File: src/rtl/abe_pkg.sv
// Shared types and constants for the addressable LED bit encoder.
`default_nettype none

package abe_pkg;

  // Function codes carried in the input word.
  typedef enum logic [1:0] {
    FUNC_WRITE = 2'd0,
    FUNC_START = 2'd1,
    FUNC_SLOT  = 2'd2
  } func_t;

  // Configuration register indexes.
  localparam logic [7:0] REG_BIT_ONE  = 8'd0;
  localparam logic [7:0] REG_BIT_ZERO = 8'd1;

  localparam int unsigned CFG_IDX_W  = 8;
  localparam int unsigned DUTY_W     = 16;
  localparam int unsigned BIT_IDX_W  = 5;

  // Bits per LED and the position of the first bit sent for each LED.
  localparam int unsigned BITS_PER_LED = 24;
  localparam logic [BIT_IDX_W-1:0] BIT_MSB = 5'd23;

  localparam logic [DUTY_W-1:0] BIT_ONE_RESET  = 16'd60;
  localparam logic [DUTY_W-1:0] BIT_ZERO_RESET = 16'd30;

  // One LED entry, packed green, red, blue from the top down.
  typedef struct packed {
    logic [7:0] green;
    logic [7:0] red;
    logic [7:0] blue;
  } colour_t;

  // One result word.
  typedef struct packed {
    logic [DUTY_W-1:0] slot_duty;
    logic              frame_end;
  } result_t;

endpackage

`default_nettype wire

File: src/rtl/abe_in_if.sv
// Input channel interface: command words for the LED bit encoder.
`default_nettype none

interface abe_in_if;
  logic       valid;
  logic       ready;
  logic [1:0] func;
  logic [7:0] led_index;
  logic [7:0] red;
  logic [7:0] green;
  logic [7:0] blue;

  modport source (output valid, output func, output led_index, output red,
                  output green, output blue, input ready);
  modport sink   (input valid, input func, input led_index, input red,
                  input green, input blue, output ready);
endinterface

`default_nettype wire

File: src/rtl/abe_out_if.sv
// Result channel interface: one PWM compare value per bit slot.
`default_nettype none

interface abe_out_if;
  logic        valid;
  logic        ready;
  logic [15:0] slot_duty;
  logic        frame_end;

  modport source (output valid, output slot_duty, output frame_end, input ready);
  modport sink   (input valid, input slot_duty, input frame_end, output ready);
endinterface

`default_nettype wire

File: src/rtl/abe_cfg_if.sv
// Configuration write channel interface: register index and write data.
`default_nettype none

interface abe_cfg_if;
  logic        valid;
  logic        ready;
  logic [7:0]  index;
  logic [15:0] data;

  modport source (output valid, output index, output data, input ready);
  modport sink   (input valid, input index, input data, output ready);
endinterface

`default_nettype wire

File: src/rtl/abe_colour_store.sv
// Colour store: one entry per LED, per-entry valid bits, registered read port.
`default_nettype none

module abe_colour_store #(
  parameter int unsigned LED_COUNT = 8,
  parameter int unsigned IDX_W     = 3,
  parameter int unsigned CNT_W     = 4
) (
  input  wire logic                 clk,
  input  wire logic                 rst_n,
  input  wire logic                 wr_en,
  input  wire logic [IDX_W-1:0]     wr_addr,
  input  wire abe_pkg::colour_t     wr_data,
  input  wire logic [CNT_W-1:0]     rd_addr,
  output      abe_pkg::colour_t     rd_data_r
);
  import abe_pkg::*;

  colour_t              mem [LED_COUNT];
  logic [LED_COUNT-1:0] valid_r;
  logic                 rd_in_range;

  // Addresses at or past the end of the chain read as zero.
  assign rd_in_range = (rd_addr < CNT_W'(LED_COUNT));

  always_ff @(posedge clk) begin
    if (wr_en) begin
      mem[wr_addr] <= wr_data;
    end
  end

  always_ff @(posedge clk) begin
    if (!rst_n) begin
      valid_r <= '0;
    end else if (wr_en) begin
      valid_r[wr_addr] <= 1'b1;
    end
  end

  always_ff @(posedge clk) begin
    if (rd_in_range && valid_r[rd_addr[IDX_W-1:0]]) begin
      rd_data_r <= mem[rd_addr[IDX_W-1:0]];
    end else begin
      rd_data_r <= '0;
    end
  end

endmodule

`default_nettype wire

File: src/rtl/addressable_led_bit_encoder.sv
// Top level of the addressable LED bit encoder: colour store and slot sequencer.
//
// The block keeps one 24-bit colour per LED and turns the store into a frame
// of PWM compare values. Each word on the input channel carries a function:
// a colour write (ignored while a frame is sending or when the LED index is
// past the chain), a frame start (taken only when the store changed since the
// last frame and no frame is sending), or a slot request. While a frame is
// sending, each slot request returns one word on the result channel: the one
// or zero compare value for the next bit, green, red, blue, MSB first, LED by
// LED, and after the last data bit one word with duty zero and frame_end set,
// which closes the frame. Other words produce no result.
// Throughput is one input word per cycle while input ready is high. Results are
// registered in the output register, or in the skid register while it is held.
// The current LED's colour is read ahead from the store's registered read port.
// A two-entry output stage (output register plus skid register) lets the
// block keep taking words while a result waits; input ready drops only when
// both entries are full, so a stalled receiver holds everything in place.
// The configuration channel is always ready and takes the one and zero duty
// values; writes to other indexes are dropped.
// Synchronous reset clears the colour store valid bits (all LEDs read as
// black), the changed and busy flags, and restores duties of 60 and 30.
`default_nettype none

module addressable_led_bit_encoder #(
  parameter int unsigned LED_COUNT = 8
) (
  input  wire logic clk,
  input  wire logic rst_n,
  abe_in_if.sink    in_ch,
  abe_out_if.source out_ch,
  abe_cfg_if.sink   cfg_ch
);
  import abe_pkg::*;

  // Store address width and the width of a counter that can hold LED_COUNT.
  localparam int unsigned IDX_W = (LED_COUNT > 1) ? $clog2(LED_COUNT) : 1;
  localparam int unsigned CNT_W = $clog2(LED_COUNT + 1);

  // Duty registers.
  logic [DUTY_W-1:0] bit_one_r;
  logic [DUTY_W-1:0] bit_zero_r;

  // Frame control state. led_r is the LED of the next slot and bit_r the
  // bit within it; led_r equal to LED_COUNT means only the end slot is left.
  logic                 busy_r, busy_nxt;
  logic                 changed_r, changed_nxt;
  logic [CNT_W-1:0]     led_r, led_nxt;
  logic [BIT_IDX_W-1:0] bit_r, bit_nxt;

  // Output stage.
  logic    out_valid_r, skid_valid_r;
  result_t out_data_r, skid_data_r;
  logic    pop;

  logic    accept;
  logic    wr_en;
  logic    in_range;
  logic    res_valid;
  result_t res;
  colour_t wr_data;
  colour_t cur_colour;

  assign in_ch.ready  = !skid_valid_r;
  assign cfg_ch.ready = 1'b1;
  assign accept       = in_ch.valid && in_ch.ready;

  assign in_range      = ({1'b0, in_ch.led_index} < 9'(LED_COUNT));
  assign wr_data.green = in_ch.green;
  assign wr_data.red   = in_ch.red;
  assign wr_data.blue  = in_ch.blue;

  // Next state of the frame sequencer and the result of this word.
  always_comb begin
    busy_nxt      = busy_r;
    changed_nxt   = changed_r;
    led_nxt       = led_r;
    bit_nxt       = bit_r;
    wr_en         = 1'b0;
    res_valid     = 1'b0;
    res.slot_duty = '0;
    res.frame_end = 1'b0;
    if (accept) begin
      unique case (in_ch.func)
        FUNC_WRITE: begin
          if (!busy_r && in_range) begin
            wr_en       = 1'b1;
            changed_nxt = 1'b1;
          end
        end
        FUNC_START: begin
          if (changed_r && !busy_r) begin
            busy_nxt    = 1'b1;
            changed_nxt = 1'b0;
            led_nxt     = '0;
            bit_nxt     = BIT_MSB;
          end
        end
        FUNC_SLOT: begin
          if (busy_r) begin
            res_valid = 1'b1;
            if (led_r == CNT_W'(LED_COUNT)) begin
              // End-of-frame reset slot.
              res.frame_end = 1'b1;
              busy_nxt      = 1'b0;
              led_nxt       = '0;
              bit_nxt       = BIT_MSB;
            end else begin
              res.slot_duty = cur_colour[bit_r] ? bit_one_r : bit_zero_r;
              if (bit_r == '0) begin
                bit_nxt = BIT_MSB;
                led_nxt = led_r + CNT_W'(1);
              end else begin
                bit_nxt = bit_r - BIT_IDX_W'(1);
              end
            end
          end
        end
        default: begin
        end
      endcase
    end
  end

  // The store is read at the LED the next slot will use, so its registered
  // output always holds the current LED's colour. Writes only happen while
  // idle, when the read address sits at LED zero.
  abe_colour_store #(
    .LED_COUNT (LED_COUNT),
    .IDX_W     (IDX_W),
    .CNT_W     (CNT_W)
  ) u_store (
    .clk       (clk),
    .rst_n     (rst_n),
    .wr_en     (wr_en),
    .wr_addr   (in_ch.led_index[IDX_W-1:0]),
    .wr_data   (wr_data),
    .rd_addr   (led_nxt),
    .rd_data_r (cur_colour)
  );

  always_ff @(posedge clk) begin
    if (!rst_n) begin
      busy_r    <= 1'b0;
      changed_r <= 1'b0;
      led_r     <= '0;
      bit_r     <= BIT_MSB;
    end else begin
      busy_r    <= busy_nxt;
      changed_r <= changed_nxt;
      led_r     <= led_nxt;
      bit_r     <= bit_nxt;
    end
  end

  // Duty registers; writes to unknown indexes are dropped.
  always_ff @(posedge clk) begin
    if (!rst_n) begin
      bit_one_r  <= BIT_ONE_RESET;
      bit_zero_r <= BIT_ZERO_RESET;
    end else if (cfg_ch.valid) begin
      if (cfg_ch.index == REG_BIT_ONE) begin
        bit_one_r <= cfg_ch.data;
      end else if (cfg_ch.index == REG_BIT_ZERO) begin
        bit_zero_r <= cfg_ch.data;
      end
    end
  end

  // Output register with a skid entry behind it. New results only arrive
  // when the skid entry is empty, because input ready follows it.
  assign pop = out_valid_r && out_ch.ready;

  always_ff @(posedge clk) begin
    if (!rst_n) begin
      out_valid_r  <= 1'b0;
      skid_valid_r <= 1'b0;
    end else if (!out_valid_r || pop) begin
      if (skid_valid_r) begin
        out_valid_r  <= 1'b1;
        skid_valid_r <= res_valid;
      end else begin
        out_valid_r  <= res_valid;
      end
    end else if (res_valid) begin
      skid_valid_r <= 1'b1;
    end
  end

  always_ff @(posedge clk) begin
    if (!out_valid_r || pop) begin
      if (skid_valid_r) begin
        out_data_r  <= skid_data_r;
        skid_data_r <= res;
      end else begin
        out_data_r  <= res;
      end
    end else if (res_valid) begin
      skid_data_r <= res;
    end
  end

  assign out_ch.valid     = out_valid_r;
  assign out_ch.slot_duty = out_data_r.slot_duty;
  assign out_ch.frame_end = out_data_r.frame_end;

endmodule

`default_nettype wire

File: src/flat_wrapper.sv
// flat-port wrapper written by rule: the top's interface ports become plain ports
module addressable_led_bit_encoder_flat import abe_pkg::*;
#(
  parameter int unsigned LED_COUNT = 8
)
  (clk, rst_n, in_ch_valid, in_ch_func, in_ch_led_index, in_ch_red, in_ch_green, in_ch_blue, in_ch_ready, out_ch_valid, out_ch_slot_duty, out_ch_frame_end, out_ch_ready, cfg_ch_valid, cfg_ch_index, cfg_ch_data, cfg_ch_ready);
  abe_in_if in_ch_i ();
  abe_out_if out_ch_i ();
  abe_cfg_if cfg_ch_i ();
  input  wire logic clk;
  input  wire logic rst_n;
  input wire logic [$bits(in_ch_i.valid)-1:0] in_ch_valid;
  input wire logic [$bits(in_ch_i.func)-1:0] in_ch_func;
  input wire logic [$bits(in_ch_i.led_index)-1:0] in_ch_led_index;
  input wire logic [$bits(in_ch_i.red)-1:0] in_ch_red;
  input wire logic [$bits(in_ch_i.green)-1:0] in_ch_green;
  input wire logic [$bits(in_ch_i.blue)-1:0] in_ch_blue;
  output wire logic [$bits(in_ch_i.ready)-1:0] in_ch_ready;
  output wire logic [$bits(out_ch_i.valid)-1:0] out_ch_valid;
  output wire logic [$bits(out_ch_i.slot_duty)-1:0] out_ch_slot_duty;
  output wire logic [$bits(out_ch_i.frame_end)-1:0] out_ch_frame_end;
  input wire logic [$bits(out_ch_i.ready)-1:0] out_ch_ready;
  input wire logic [$bits(cfg_ch_i.valid)-1:0] cfg_ch_valid;
  input wire logic [$bits(cfg_ch_i.index)-1:0] cfg_ch_index;
  input wire logic [$bits(cfg_ch_i.data)-1:0] cfg_ch_data;
  output wire logic [$bits(cfg_ch_i.ready)-1:0] cfg_ch_ready;
  assign in_ch_i.valid = in_ch_valid;
  assign in_ch_i.func = in_ch_func;
  assign in_ch_i.led_index = in_ch_led_index;
  assign in_ch_i.red = in_ch_red;
  assign in_ch_i.green = in_ch_green;
  assign in_ch_i.blue = in_ch_blue;
  assign in_ch_ready = in_ch_i.ready;
  assign out_ch_valid = out_ch_i.valid;
  assign out_ch_slot_duty = out_ch_i.slot_duty;
  assign out_ch_frame_end = out_ch_i.frame_end;
  assign out_ch_i.ready = out_ch_ready;
  assign cfg_ch_i.valid = cfg_ch_valid;
  assign cfg_ch_i.index = cfg_ch_index;
  assign cfg_ch_i.data = cfg_ch_data;
  assign cfg_ch_ready = cfg_ch_i.ready;
  addressable_led_bit_encoder #(.LED_COUNT(LED_COUNT)) u_core (.clk(clk), .rst_n(rst_n), .in_ch(in_ch_i), .out_ch(out_ch_i), .cfg_ch(cfg_ch_i));
endmodule
File: config.mk
export PLATFORM = sky130hd
export DESIGN_NAME = addressable_led_bit_encoder_flat
export DESIGN_NICKNAME = d
export VERILOG_FILES = /design/src/rtl/abe_pkg.sv /design/src/rtl/abe_in_if.sv /design/src/rtl/abe_out_if.sv /design/src/rtl/abe_cfg_if.sv /design/src/rtl/abe_colour_store.sv /design/src/rtl/addressable_led_bit_encoder.sv /design/src/flat_wrapper.sv
export SDC_FILE = /design/constraint.sdc
export NUM_CORES = 1
export LEC_CHECK = 0
export BUFFER_PORTS_ARGS = -buffer_cell sky130_fd_sc_hd__buf_2
export CAP_MARGIN = 20
export CORE_MARGIN = 5
export CORE_UTILIZATION = 54
export DETAILED_ROUTE_END_ITERATION = 8
export GPL_ROUTABILITY_DRIVEN = 0
export GPL_TIMING_DRIVEN = 0
export PLACE_DENSITY_LB_ADDON = 0.1
export SLEW_MARGIN = 20
export SYNTH_ARGS = -nofsm -noshare
export SYNTH_HDL_FRONTEND = slang
export SYNTH_HIERARCHICAL = 1
export SYNTH_SLANG_ARGS = --single-unit
File: constraint.sdc
create_clock -name clk -period 3 [get_ports clk]
set_input_delay 0.3 -clock clk [delete_from_list [all_inputs] [get_ports clk]]
set_output_delay 0.3 -clock clk [all_outputs]
set_load 0.02 [all_outputs]
==> impl_metrics.py, run 1 <==
metrics = {
    "grt": {
        "globalRouteMet1Util_pct": 25.2,
        "grt_pass1_wl_mm": 39.1,
        "grt-ovfl-total": 0,
        "antenna_found_initial": 1,
        "grtUsageTotal_pct": 19.2,
        "met3_usage_pct": 3.37,
        "use_met2_pct": 33.9,
        "grt_start_max_net_pins": 21,
        "grt-busiest-layer": "met2",
        "grt_pass1_vias": 7017,
    },
    "setup_path": {
        "crit_top_cell": "buf_4",
        "reg2regPathDepth": 14,
        "worstPathCellList": "buf_8 -> inv_2 -> ha_2 -> nor4b_4 -> buf_4 -> buf_4 -> nand3_1 -> a31oi_1 -> mux2i_1 -> buf_4 -> mux4_2 -> o22ai_4 -> buf_6 -> nor3_1",
        "endpoint_kind": "flip-flop",
        "path_class": "reg -> reg",
        "cp_slowest_stage_delay_ps": 370,
        "r2r-start": "u_core/bit_r[0]",
        "path_max_fanout": 9,
        "startpoint": "u_core/bit_r[0]",
        "cp.depth": 14,
        "r2r_end": "u_core/u_store/rd_data_r[7]",
        "crit_arrival_ps": 3350,
        "cp_slowest_cell": "o22ai_4",
        "worst-path-buf-inv": 6,
        "path_delay_family": "buffers and inverters",
        "rrSetupSlack_ps": 90,
        "cp.required_ps": 3440,
        "cp-start-kind": "flip-flop",
        "crit_path_end": "u_core/u_store/rd_data_r[7]",
    },
    "yosys": {
        "synth-adder-area-share_pct": 0.622,
        "seq_area_frac_synth_pct": 69.0,
        "synth_top_area_cell": "edfxtp_1",
        "synth_xor_area_share_pct": 0.218,
        "ys.flop_type": "edfxtp_1",
        "yosys_warnings": 6,
        "synth-edff-count": 226,
        "synth_seq_cells": 303,
        "synth_top_family_by_area": "multiplexers",
        "syn-instance-count": 731,
        "synth.area.mux_share_pct": 15.6,
        "async_flop_share_pct": 0,
        "synthSimpleGateAreaFrac_pct": 6.14,
        "netlist_area_mm2": 0.0121,
        "syn-mean-instance-area_um2": 16.5,
        "synth_top_area_share_pct": 56.3,
        "synthDistinctLibCells": 50,
        "synthesis.nets": 800,
        "synthTopCellsByArea": "edfxtp_1 56%, dfxtp_1 13%, mux4_2 9.9%",
        "synth-compound-area-share_pct": 5.69,
    },
    "clocking": {
        "clk_pin_slew_worst_paths_ps": 60,
        "clock_latency_ps": 560,
        "cts_root_buffer": "clkbuf_16",
        "cts_tree": "yes",
        "clock_path_buffers": 3,
        "htreeDepth": 1,
        "numClockSinks": 303,
        "numCtsBuffers": 31,
    },
    "detailed_routing": {
        "wire_per_inst_um": 21.0,
        "initialDrtViolationCount": 382,
        "drc_errors": 0,
        "antenna_left": 0,
        "wl_mm": 25.1,
        "via_per_inst": 5.66,
        "first_pass_iters": 4,
        "vias": 6774,
    },
    "final_layout": {
        "final_util_pct": 66.3,
        "drive_gt1_share_pct": 29.5,
        "n_fill_cell": 1508,
        "nNetsFinal": 962,
        "final_area_mm2": 0.0145,
        "area_delta_synth_final_pct": 20.3,
        "multi_input_area_mm2": 0.00353,
        "ff_latch_area_mm2": 0.00833,
        "finalNonFillerCells": 1196,
    },
    "power": {
        "total_power_mw": 8.16,
        "p_leak_nw": 5.15,
        "vdd_drop_max_mv": 0.512,
        "power_density_mw_per_mm2": 562,
    },
    "timing": {
        "max_slew_margin_pct": 35.2,
        "worstMarginPinSlew_ps": 973,
        "fin_tns_setup_ps": 0,
        "finalHoldViolCount": 0,
        "setup_violations": 0,
        "slew_viol_final": 0,
        "clock.fmax_mhz": 343,
        "postLayoutSetupSlackWorst_ps": 87.8,
        "fin_hold_ws_ps": 18.4,
        "final.min_clock_period_ps": 2910,
        "finalCritPeriodShare_pct": 97.1,
        "final.setup_skew_ps": 12.5,
    },
    "floorplan": {
        "ioPinCount": 83,
        "rows": 54,
        "die_h_um": 159,
        "start_util_pct": 55.1,
        "die_x_um": 159,
        "coreArea_mm2": 0.0219,
        "dieArea_mm2": 0.0254,
    },
    "worst_hold_path": {
        "hold_path.class": "in -> reg",
        "holdPathStages": 3,
    },
    "run": {
        "cap_violations": 0,
    },
    "placement": {
        "placed_area_mm2": 0.0131,
        "placement.setup.worst_slack_ps": -356,
        "io_buffers": 81,
        "place_hpwl_mm": 16.6,
        "dpl.cell_count": 1102,
    },
    "run_status": {
        "run_status": "completed",
    },
}
[cell usage after synthesis, drive strengths merged (4+ instances only)]
cell type / n
mux2i: 64
and3: 4
and2: 6
o21a: 9
mux2: 4
nor2: 40
edfxtp: 226
nor3: 27
mux4: 53
o21ai: 23
nor2b: 5
ha: 6
nand2b: 5
nor4: 4
inv: 13
o211ai: 34
dfxtp: 77
nand2: 49
buf: 30
nand3: 4
clkbuf: 15
[worst min-delay path: stages]
cell and delay, ps:
buf_2 100, mux2i_1 60, nor2_1 70
[layer usage]
layer / share of wire, % / up-vias
met5: 0 / -
met4: 2.1 / 0
met3: 4.9 / 44
met2: 52 / 177
met1: 41 / 3389
li1: - / 3164
[cells in the final DEF (no fill, tap or decap), types with 3 or more instances in the layout]
cell type,n
edfxtp_1,226
buf_2,91
dfxtp_1,76
mux2i_1,58
mux4_2,53
nand2_1,49
nor2_1,34
clkbuf_16,31
dlygate4sd3_1,28
nor3_1,23
clkbuf_1,21
o211ai_1,20
o21ai_1,18
o211ai_2,14
buf_4,13
inv_1,12
buf_6,10
buf_8,10
o21a_1,9
clkinv_2,7
nor2_4,6
mux2i_2,6
buf_16,6
nand2b_1,5
nor2b_1,5
and2_1,5
o21ai_0,5
ha_1,5
clkinv_1,4
and3_1,4
nand3_1,4
mux2_2,4
nor4_1,4
a31oi_1,3
xnor2_1,3
[registers in the layout, summed over array words and instances (netlist names)]
register	cells
u_core/u_store/valid_r	8
u_core/changed_r	1
u_core/bit_r	5
u_core/u_store/mem	192
u_core/out_ch.valid	1
u_core/bit_one_r	16
u_core/led_r	4
u_core/bit_zero_r	16
u_core/out_ch.frame_end	1
u_core/out_ch.slot_duty	16
u_core/busy_r	1
u_core/skid_data_r	17
u_core/skid_valid_r	1
u_core/u_store/rd_data_r	24
[final cells by class]
cell class                      instances  share of cell area (%)
Buffer                                 44                    2.25
Antenna cell                            1                  0.0172
Clock buffer                           41                    5.67
Tap cell                              280                    2.41
Timing Repair Buffer                  130                    6.87
Clock inverter                         14                   0.750
Multi-Input combinational cell        370                    24.3
Inverter                               13                   0.336
Sequential cell                       303                    57.4
[power by group]
part	total, mW	internal, mW	switching, mW
combinational	0.152	0.0682	0.0840
clock	3.52	2.01	1.51
sequential	4.49	4.49	0.000864
[worst min-delay path by stage]
stage,end,startpoint
2_1_floorplan,u_core/u_store/mem[0][0],in_ch_blue[0]
3_3_place_gp,u_core/u_store/valid_r[6],u_core/u_store/valid_r[6]
3_5_place_dp,u_core/u_store/valid_r[2],u_core/u_store/valid_r[2]
4_1_cts,u_core/bit_zero_r[12],cfg_ch_data[12]
5_1_grt,u_core/led_r[0],rst_n
6_report,u_core/bit_one_r[13],cfg_ch_data[13]
[timing repair]
action	4_1_cts	5_1_grt
endpoints found under the setup margin	24	24
hold endpoints to repair	164	0
hold buffers	28	0
gates resized for setup	14	25
cloned	0	2
setup buffers	4	5
pin swaps	0	3
[kinds of logic (layout without fill, tap and decap cells)]
family | Yosys count | count (layout)
compound gates | 83 | 83
xor+xnor | 3 | 3
fa+ha+maj | 6 | 6
buf+inv | 58 | 242
flops | 303 | 303
mux | 121 | 121
other cells | 1 | 2
simple gates | 156 | 156
Note: power is estimated with default switching activity, not from simulation.
==> run 2: changes to the inputs <==
- PLACE_DENSITY: default -> 0.75
- PLACE_DENSITY_LB_ADDON: 0.1 -> default
==> run 2 against run 1 <==
  * Register-to-register slack better by 40 ps
  * Routed wire length grew 1.7%
  * Sequential power about the same
==> impl_metrics.py, run 2 (synthesis results as in run 1) <==
metrics = {
    "power": {
        "power_density_mw_per_mm2": 569,
        "seqPwrFrac_pct": 54.0,
        "pwr-share-clk_pct": 44.1,
        "p_leak_nw": 5.18,
        "combinationalPowerShare_pct": 1.9,
        "internal_power_mw": 6.73,
        "vdd_drop_max_mv": 0.575,
        "p_sw_share_pct": 19.0,
        "p_sw_mw": 1.58,
    },
    "floorplan": {
        "die_h_um": 159,
        "coreArea_mm2": 0.0219,
        "start_util_pct": 55.1,
        "rows": 54,
        "dieArea_mm2": 0.0254,
        "ioPinCount": 83,
        "die_x_um": 159,
    },
    "final_layout": {
        "final_common_cell": "edfxtp_1",
        "largest_reg_flops": 192,
        "n_fill_cell": 1488,
        "nNetsFinal": 961,
        "largest_register": "u_core/u_store/mem",
        "area_delta_synth_final_pct": 21.1,
        "largestRegisters": "u_core/u_store/mem x192, u_core/u_store/rd_data_r x24, u_core/skid_data_r x17",
        "drive_gt1_share_pct": 28.6,
        "antenna_cells": 0,
        "final_cell_mix": "226 x edfxtp_1, 91 x buf_2, 76 x dfxtp_1",
        "finalNonFillerCells": 1195,
    },
    "grt": {
        "grt_pass1_vias": 7145,
        "grt_start_max_net_pins": 21,
        "grtUsageTotal_pct": 19.8,
        "grt_pass1_wl_mm": 40.0,
        "antenna_found_initial": 0,
        "grt-ovfl-total": 0,
    },
    "detailed_routing": {
        "wire_per_inst_um": 21.4,
        "via_per_inst": 5.77,
        "initialDrtViolationCount": 394,
        "first_pass_iters": 5,
        "drc_errors": 0,
        "antenna_left": 0,
        "wl_mm": 25.5,
        "vias": 6892,
    },
    "run": {
        "cap_violations": 0,
    },
    "clocking": {
        "htreeDepth": 1,
        "clk_pin_slew_worst_paths_ps": 60,
        "numCtsBuffers": 30,
        "clock_path_buffers": 3,
        "clock_latency_ps": 560,
        "cts_tree": "yes",
        "cts_root_buffer": "clkbuf_16",
        "numClockSinks": 303,
    },
    "setup_path": {
        "crit_arrival_ps": 3310,
        "cp-start-kind": "flip-flop",
        "path_class": "reg -> reg",
        "cp.required_ps": 3440,
        "endpoint_kind": "flip-flop",
        "path_max_fanout": 10,
    },
    "timing": {
        "rsz0062_at_grt": "false",
        "finalCritPeriodShare_pct": 95.7,
        "finalHoldViolCount": 0,
        "final.min_clock_period_ps": 2870,
        "setup_violations": 0,
        "final.setup_skew_ps": 20.1,
        "slew_viol_final": 0,
        "postLayoutSetupSlackWorst_ps": 129,
        "clock.fmax_mhz": 348,
        "worstMarginPinSlew_ps": 906,
        "max_slew_margin_pct": 39.6,
    },
    "placement": {
        "dpl.cell_count": 1102,
        "place_hpwl_mm": 16.3,
        "placement.setup.worst_slack_ps": -473,
        "io_buffers": 81,
    },
    "worst_hold_path": {
        "hold_path.class": "in -> reg",
    },
    "run_status": {
        "run_status": "completed",
    },
}
## run 2: final timing paths
check / end / cells after the start / slack, ps / from
hold reg to reg: u_core/u_store/valid_r[6] / 1 / 470 / u_core/u_store/valid_r[6]
setup / recovery: u_core/u_store/rd_data_r[17] / 12 / 130 / u_core/bit_r[0]
setup reg to reg: u_core/u_store/rd_data_r[17] / 12 / 130 / u_core/bit_r[0]
hold / removal: u_core/bit_zero_r[12] / 3 / 20 / cfg_ch_data[12]
## run 2: critical path: stages (launching register included)
cell	delay, ps
dfxtp_1	320
buf_8	110
inv_1	80
ha_1	180
nor4b_4	280
and2_4	230
xnor2_1	130
a32o_2	230
buf_8	170
buf_12	170
mux4_2	520
mux2i_2	240
nor3_1	90
## run 2: through the flow
step | instance area [um2] | TNS (ps) | utilization (%) | hold WS [ps] | total power, mW
floorplan | 12100 | 0 | - | 399 | 4.61
global placement | 12800 | -156300 | 58.6 | 441 | 4.69
detailed placement | 13100 | -8790 | 59.9 | 452 | 4.70
CTS | 14400 | 0 | 66.0 | 0.0298 | 8.39
global route | 14600 | 0 | 66.7 | 22.8 | 8.59
finish | 14600 | 0 | 66.7 | 23.3 | 8.31
## run 2: power groups by stage
stage          clock network, mW  registers [mW]  logic (mW)
6_report                    3.67            4.49       0.155
5_1_grt                     3.93            4.49       0.172
4_1_cts                     3.74            4.49       0.155
3_5_place_dp                   0            4.58       0.123
3_3_place_gp                   0            4.58       0.114
2_1_floorplan                  0            4.58      0.0326
## run 2: per-layer routing
layer  global-route usage [%]  part of all wire (%)
met1                     25.4                    39
met2                     35.3                    52
met3                     3.57                   5.9
met4                     4.54                   2.2
met5                        0                     0
## run 2: final cells by class
type                       instances  area, um2  share of cell area (%)
timing repair buffer             131       1010                    6.89
inverter                          13       48.8                   0.334
buffer                            43        354                    2.42
clock buffer                      46        872                    5.97
clock inverter                     9        119                   0.814
tap                              280        350                    2.40
multi-input combinational        370       3530                    24.2
sequential                       303       8330                    57.0
## run 2: what timing repair did
item | CTS | global route
endpoints found under the hold margin | 174 | 0
hold buffers | 30 | 0
endpoints found under the setup margin | 24 | 24
resized for setup | 14 | 25
setup buffers | 1 | 7
cloned | 0 | 2
pin swaps | 0 | 3
